`src/rtl/wla_pkg.sv`:
```
`default_nettype none
// ----------------------------------------------------------------------------
// wla_pkg: shared constants and helpers for the windowed load average
// Window lengths, ring depth, derived widths, reciprocals and the leaving-slot function.
// ----------------------------------------------------------------------------
package wla_pkg;

   localparam int HISTORY_DEPTH = 1024;
   localparam int SHORT_WINDOW  = 60;
   localparam int MID_WINDOW    = 300;
   localparam int LONG_WINDOW   = 900;

   localparam int FULL_SCALE    = 25600;
   localparam int COUNT_W       = 32;
   localparam int LOAD_W        = 15;
   localparam int IDX_W         = $clog2(HISTORY_DEPTH);

   // Divider datapath: numerator is count times full scale, quotient fits LOAD_W.
   localparam int DIV_D_W       = COUNT_W;
   localparam int DIV_Q_W       = LOAD_W;
   localparam int DIV_N_W       = DIV_D_W + DIV_Q_W;
   localparam int DIV_CNT_W     = $clog2(DIV_Q_W);

   localparam int SHORT_SUM_W   = $clog2(SHORT_WINDOW * FULL_SCALE + 1);
   localparam int MID_SUM_W     = $clog2(MID_WINDOW * FULL_SCALE + 1);
   localparam int LONG_SUM_W    = $clog2(LONG_WINDOW * FULL_SCALE + 1);

   localparam int SHORT_BACK    = SHORT_WINDOW % HISTORY_DEPTH;
   localparam int MID_BACK      = MID_WINDOW % HISTORY_DEPTH;
   localparam int LONG_BACK     = LONG_WINDOW % HISTORY_DEPTH;

   // Window means by reciprocal multiplication: mean = (sum * RECIP) >> RECIP_SHIFT.
   // With windows up to 1023 the sum times the rounding error of RECIP stays
   // below 2^RECIP_SHIFT, so the truncated quotient is exact.
   localparam int     RECIP_SHIFT   = 36;
   localparam longint SHORT_RECIP   =
      ((longint'(1) << RECIP_SHIFT) + SHORT_WINDOW - 1) / SHORT_WINDOW;
   localparam longint MID_RECIP     =
      ((longint'(1) << RECIP_SHIFT) + MID_WINDOW - 1) / MID_WINDOW;
   localparam longint LONG_RECIP    =
      ((longint'(1) << RECIP_SHIFT) + LONG_WINDOW - 1) / LONG_WINDOW;
   localparam int     SHORT_PROD_W  = SHORT_SUM_W + $clog2(SHORT_RECIP + 1);
   localparam int     MID_PROD_W    = MID_SUM_W + $clog2(MID_RECIP + 1);
   localparam int     LONG_PROD_W   = LONG_SUM_W + $clog2(LONG_RECIP + 1);

   // Slot that holds the sample leaving a window, 'back' places behind idx.
   function automatic logic [IDX_W-1:0] leaving_slot(input logic [IDX_W-1:0] idx,
                                                     input int back);
      logic [IDX_W:0] wide;
      logic [IDX_W-1:0] slot;
      wide = {1'b0, idx};
      if (wide >= (IDX_W+1)'(back)) begin
         slot = IDX_W'(wide - (IDX_W+1)'(back));
      end else begin
         slot = IDX_W'(wide + (IDX_W+1)'(HISTORY_DEPTH - back));
      end
      return slot;
   endfunction

endpackage
`default_nettype wire

```
`src/rtl/wla_div.sv`:
```
`default_nettype none
// ----------------------------------------------------------------------------
// wla_div: iterative restoring divider
// One quotient bit per cycle; the caller guarantees the quotient fits DIV_Q_W.
// ----------------------------------------------------------------------------
module wla_div (
   input  wire logic                         clock,
   input  wire logic                         reset,
   input  wire logic                         start,
   input  wire logic [wla_pkg::DIV_N_W-1:0]  dividend,
   input  wire logic [wla_pkg::DIV_D_W-1:0]  divisor,
   output      logic                         done,
   output      logic [wla_pkg::DIV_Q_W-1:0]  quotient
);

   logic                           busy_ff;
   logic                           done_ff;
   logic [wla_pkg::DIV_CNT_W-1:0]  cnt_ff;
   logic [wla_pkg::DIV_D_W-1:0]    rem_ff;
   logic [wla_pkg::DIV_Q_W-1:0]    quo_ff;
   logic [wla_pkg::DIV_D_W-1:0]    div_ff;

   logic [wla_pkg::DIV_D_W:0]      trial;
   logic                           fits;
   logic [wla_pkg::DIV_D_W-1:0]    rem_in;

   // shift in the next numerator bit, subtract where the divisor fits
   always_comb begin
      trial  = {rem_ff, quo_ff[wla_pkg::DIV_Q_W-1]};
      fits   = trial >= {1'b0, div_ff};
      rem_in = fits ? wla_pkg::DIV_D_W'(trial - {1'b0, div_ff})
                    : wla_pkg::DIV_D_W'(trial);
   end

   always_ff @(posedge clock) begin
      if (reset) begin
         busy_ff <= 1'b0;
         done_ff <= 1'b0;
         cnt_ff  <= '0;
      end else begin
         done_ff <= 1'b0;
         if (start) begin
            busy_ff <= 1'b1;
            cnt_ff  <= '0;
         end else if (busy_ff) begin
            cnt_ff <= cnt_ff + 1'b1;
            if (cnt_ff == wla_pkg::DIV_CNT_W'(wla_pkg::DIV_Q_W - 1)) begin
               busy_ff <= 1'b0;
               done_ff <= 1'b1;
            end
         end
      end
   end

   always_ff @(posedge clock) begin
      if (start) begin
         rem_ff <= dividend[wla_pkg::DIV_N_W-1:wla_pkg::DIV_Q_W];
         quo_ff <= dividend[wla_pkg::DIV_Q_W-1:0];
         div_ff <= divisor;
      end else if (busy_ff) begin
         rem_ff <= rem_in;
         quo_ff <= {quo_ff[wla_pkg::DIV_Q_W-2:0], fits};
      end
   end

   assign done     = done_ff;
   assign quotient = quo_ff;

endmodule
`default_nettype wire
```
`config.mk`:
```
export PLATFORM = sky130hd
export DESIGN_NAME = wla_div
export DESIGN_NICKNAME = d
export VERILOG_FILES = /design/src/rtl/wla_pkg.sv /design/src/rtl/wla_div.sv
export SDC_FILE = /design/constraint.sdc
export NUM_CORES = 1
export LEC_CHECK = 0
export BUFFER_PORTS_ARGS = -buffer_cell sky130_fd_sc_hd__buf_2
export CORE_ASPECT_RATIO = 2
export CORE_MARGIN = 3
export CORE_UTILIZATION = 60
export DETAILED_ROUTE_END_ITERATION = 7
export GPL_TIMING_DRIVEN = 0
export PLACE_DENSITY = 0.81
export RECOVER_POWER = 25
export SYNTH_ARGS = -nofsm -noshare
export SYNTH_HDL_FRONTEND = slang
export SYNTH_SLANG_ARGS = --single-unit
```
`constraint.sdc`:
```
create_clock -name clock -period 5.6 [get_ports clock]
set_clock_uncertainty 0.15 [all_clocks]
set_input_delay 1.12 -clock clock [delete_from_list [all_inputs] [get_ports clock]]
set_output_delay 1.12 -clock clock [all_outputs]
set_load 0.02 [all_outputs]
```
## Word level (Yosys, flattened, before mapping)

Cells that the tools add are included.

- ROM bits: 0
- Memories: 0
- Bits in writable memories: 0
- Register bits: 85
- Latch bits: 0

- Bitwise gates (word level): 1
- Eq/ne operators: 1
- Divide/modulo/power cells: 0
- Mux-type cells: 9
- $add $sub $neg: 2
- $mul: 0
- $lt $le $gt $ge: 1
- Reductions and logical operators: 3
- Shift-type cells: 0

Operators by type and width:

| kind | count |
|---|---|
| two-way mux 32 bit | 3 |
| greater-or-equal comparator 33 x 32 -> 1 bit | 1 |
| subtractor 32 bit | 1 |
| two-way mux 15 bit | 2 |
| adder 4 x 1 -> 4 bit (second input constant) | 1 |
| == test 4 bit (second input constant) | 1 |
| two-way mux 1 bit | 4 |
| OR reduction 3 bit | 1 |
| nonzero test 2 bit | 1 |
| OR reduction 2 bit | 1 |
| NOT 1 bit | 1 |

## Longest topological paths before layout

- Depth after elaboration: 4
- Mapped depth: 13

## Least setup slack after synthesis

No wires, ideal clock.

- Path type: input-to-reg
- From: input port start
- To: register quo_ff (netlist bit quotient[0]) (enable)
- Path slack: 2102 ps
- Data required time: 4873 ps
- Stages: 5
- Arrival time: 2771 ps
- Setup time: 577 ps
- Cells stage by stage: clkbuf_8 inv_1 clkbuf_1 clkbuf_1 nand2_1

- Cells in the longest elaborated chain, start to end: 1

Ends and longest elaborated chain:

| element | line | source |
|---|---|---|
| start, declared | wla_div.sv:9 | `input wire logic start,` |
| nonzero test 2 bit (no line) | -- |  |
| end signal, assigned | wla_div.sv:58 | `quo_ff <= dividend[wla_pkg::DIV_Q_W-1:0];` |
| end signal, assigned | wla_div.sv:62 | `quo_ff <= {quo_ff[wla_pkg::DIV_Q_W-2:0], fits};` |
| end, declared | wla_div.sv:20 | `logic [wla_pkg::DIV_Q_W-1:0] quo_ff;` |

No other way between the ends.
A chain may end at the register's enable or synchronous reset.

## Worst setup path after layout

- From: input port start
- To: register rem_ff[24] (netlist bit) (enable)

- Cells in the longest elaborated chain, start to end: 1

Ends and longest elaborated chain:

| element | line | source |
|---|---|---|
| nonzero test 2 bit (no line) | -- |  |
| end signal, assigned | wla_div.sv:57 | `rem_ff <= dividend[wla_pkg::DIV_N_W-1:wla_pkg::DIV_Q_W];` |
| end signal, assigned | wla_div.sv:61 | `rem_ff <= rem_in;` |
| end, declared | wla_div.sv:19 | `logic [wla_pkg::DIV_D_W-1:0] rem_ff;` |

No other way between the ends.

==> results.json <==
{
  "use_met2_pct": 51.8,
  "cts_sinks": 85,
  "place_ws_ps": 1190,
  "pwr-share-clk_pct": 20.4,
  "avgSynthCellArea_um2": 10.2,
  "status": "completed",
  "clock_path_buffers": 2,
  "ys_types": 64,
  "cts_tree": "built",
  "layout.nets": 771,
  "critPathCaptureType": "flop",
  "core.rowCount": 49,
  "power.density_mw_per_mm2": 443,
  "hp-class": "reg2reg",
  "die_h_um": 142,
  "combPwrFrac_pct": 48.1,
  "required_ps": 5540,
  "dr.pass1.iters": 5,
  "vias_per_cell": 6.08,
  "crit_path_frequent_cell": "clkbuf_1",
  "synthFlopType": "edfxtp_1",
  "antenna_found_initial": 0,
  "fin_crit_ps": 4050,
  "cts_root_buffer": "clkbuf_16",
  "insertion_delay_ps": 350,
  "cts_htree_levels": 3,
  "synth_area_leaders": "edfxtp_1, ha_1, a21oi_1, nand2_1, mux2_2",
  "area_growth_pct": 16.8,
  "drv_cap": 0,
  "grt_max_degree": 34,
  "use_met3_pct": 4.89,
  "power.switching_mw": 1.14,
  "synth_edf_count": 79,
  "rsz0062_at_grt": "false",
  "drc": 0,
  "hold_viol": 0,
  "crit_family": "buffers and inverters",
  "diodes": 0,
  "synthCells": 545,
  "placed_area_mm2": 0.00617,
  "syn-num-nets": 662,
  "grt_pass1_wl_mm": 22.7,
  "slew_violations": 0,
  "seq_power_share_pct": 31.5,
  "drive_gt1_share_pct": 24.7,
  "yosys.area.top_type": "edfxtp_1",
  "grt_usage_pct": 28.5,
  "worst-setup-path-type": "in2reg",
  "synth_seq_cells": 85,
  "gp_congestion": 0.937,
  "instances_no_fill": 761,
  "final_cell_area_mm2": 0.00646,
  "setup_viol": 0,
  "coreArea_mm2": 0.00901,
  "p_int_mw": 1.72,
  "portBuffers": 97,
  "tightest_slew_ps": 817,
  "cts_setup_buffers": 0,
  "peakVddDrop_v": 0.000285,
  "setup_slack_ps": 1550,
  "vias": 4629,
  "synth-async-reset-ratio_pct": 0,
  "cp_max_fo": 33,
  "netlist_top_cells_count": "edfxtp_1, nand2_1, inv_1",
  "relSlewSlack_pct": 45.5,
  "wl_per_cell_um": 19.0,
  "wl_mm": 14.5,
  "grt_pass1_vias": 4700,
  "postCtsHoldBufs": 0,
  "cts_resized": 0,
  "initial_utilization_pct": 61.4,
  "cp_cell_sequence": "buf_2 > clkbuf_8 > inv_1 > clkbuf_1 > clkbuf_1 > nand2_2 > buf_12",
  "fmax_mhz": 247,
  "drtIter0Drc": 326,
  "switching_share_pct": 39.8,
  "clk_pin_slew_ps": 70,
  "drtAntennaViolNets": 0,
  "worstPathArrival_ps": 3990,
  "yosys_warnings": 0,
  "crit_slowest_cell": "clkbuf_1",
  "syn_area_mm2": 0.00553,
  "fin_tns_setup_ps": 0,
  "leakage_nw": 2.78,
  "worst_path_largest_cell_delay_ps": 610,
  "die_area_mm2": 0.0105,
  "io_pins": 98,
  "grt.overflow.total": 0,
  "crit_buf_inv": 6,
  "finalCritPeriodShare_pct": 72.4,
  "yosysMostFrequentCell": "edfxtp_1",
  "cts_buffers": 9,
  "gr-usage-met1_pct": 30.7,
  "hold_slack_ps": 379,
  "cp-start-kind": "primary input",
  "ys_seq_area_share_pct": 45.0,
  "synth_top_area_share_pct": 42.9,
  "busiest_layer": "met2",
  "die_w_um": 73.9,
  "dp_hpwl_mm": 10.9,
  "dp.cells": 745
}
-- final timing paths --
check | startpoint | end | slack, ps | cells past startpoint
setup reg to reg | quotient[14] | rem_ff[18] | 1930 | 12
setup / recovery | start | rem_ff[24] | 1550 | 7
hold reg to reg | cnt_ff[1] | cnt_ff[1] | 380 | 2
hold / removal | cnt_ff[1] | cnt_ff[1] | 380 | 2
-- through the flow --
stage          util, %  power, mW
2_1_floorplan        -       1.92
3_3_place_gp      68.2       2.22
3_5_place_dp      68.5       2.26
4_1_cts           71.7       2.85
5_1_grt           71.7       3.03
6_report          71.7       2.86
-- placed cells by master, fill, tap and decap left out, types with 10 or more instances in the layout --
cell type	instances
nand2_1	48
a21o_1	10
nor3_1	10
a31oi_1	19
clkbuf_1	14
a21oi_1	37
nor2_1	34
nand3_1	19
inv_1	44
xnor2_1	14
buf_2	98
o21ai_0	28
edfxtp_1	79
ha_1	34
mux2_2	16
nand4_1	10
-- logic make-up (layout without fill, tap and decap cells) --
group	after synthesis	count (layout)	share of synthesized area (%)
AOI/OAI and AO/OA	154	154	18.8
xor gates and xnor gates	23	23	3.64
adders and majority gates	35	35	8.05
buffers and inverters	70	184	6.31
DFF	85	85	45.0
muxes	22	22	4.34
and+or+nand+nor	156	156	13.8
-- power by group through the flow --
stage	combinational [mW]	clock [mW]	sequential, mW
2_1_floorplan	1.01	0	0.911
3_3_place_gp	1.32	0	0.907
3_5_place_dp	1.35	0	0.913
4_1_cts	1.36	0.589	0.899
5_1_grt	1.51	0.614	0.911
6_report	1.38	0.584	0.900
-- layer usage --
| layer | part of all wire (%) | up-vias |
|---|---|---|
| met5 | 0 | - |
| met4 | 4.2 | 0 |
| met3 | 3.8 | 39 |
| met2 | 55 | 132 |
| met1 | 37 | 2217 |
| li1 | - | 2241 |
-- state kept, by name (all words and copies together) (netlist names) --
name / cells
div_ff: 32
busy_ff: 1
cnt_ff: 4
done: 1
quotient: 15
rem_ff: 32
-- tightest hold or removal path, stage by stage, from the launching register on --
cell      delay [ps]
dfxtp_1          340
nor2_1           100
a211oi_1          50
-- area by class of cell --
| class | count | area [µm²] |
|---|---|---|
| buffer | 26 | 184 |
| clock buffer | 9 | 225 |
| clock inverter | 7 | 66.3 |
| fill | 701 | 2550 |
| inverter | 44 | 165 |
| multi-input combinational | 390 | 2700 |
| sequential | 85 | 2490 |
| tap | 102 | 128 |
| timing repair buffer | 98 | 505 |
Power figures use the tool's default switching activity.
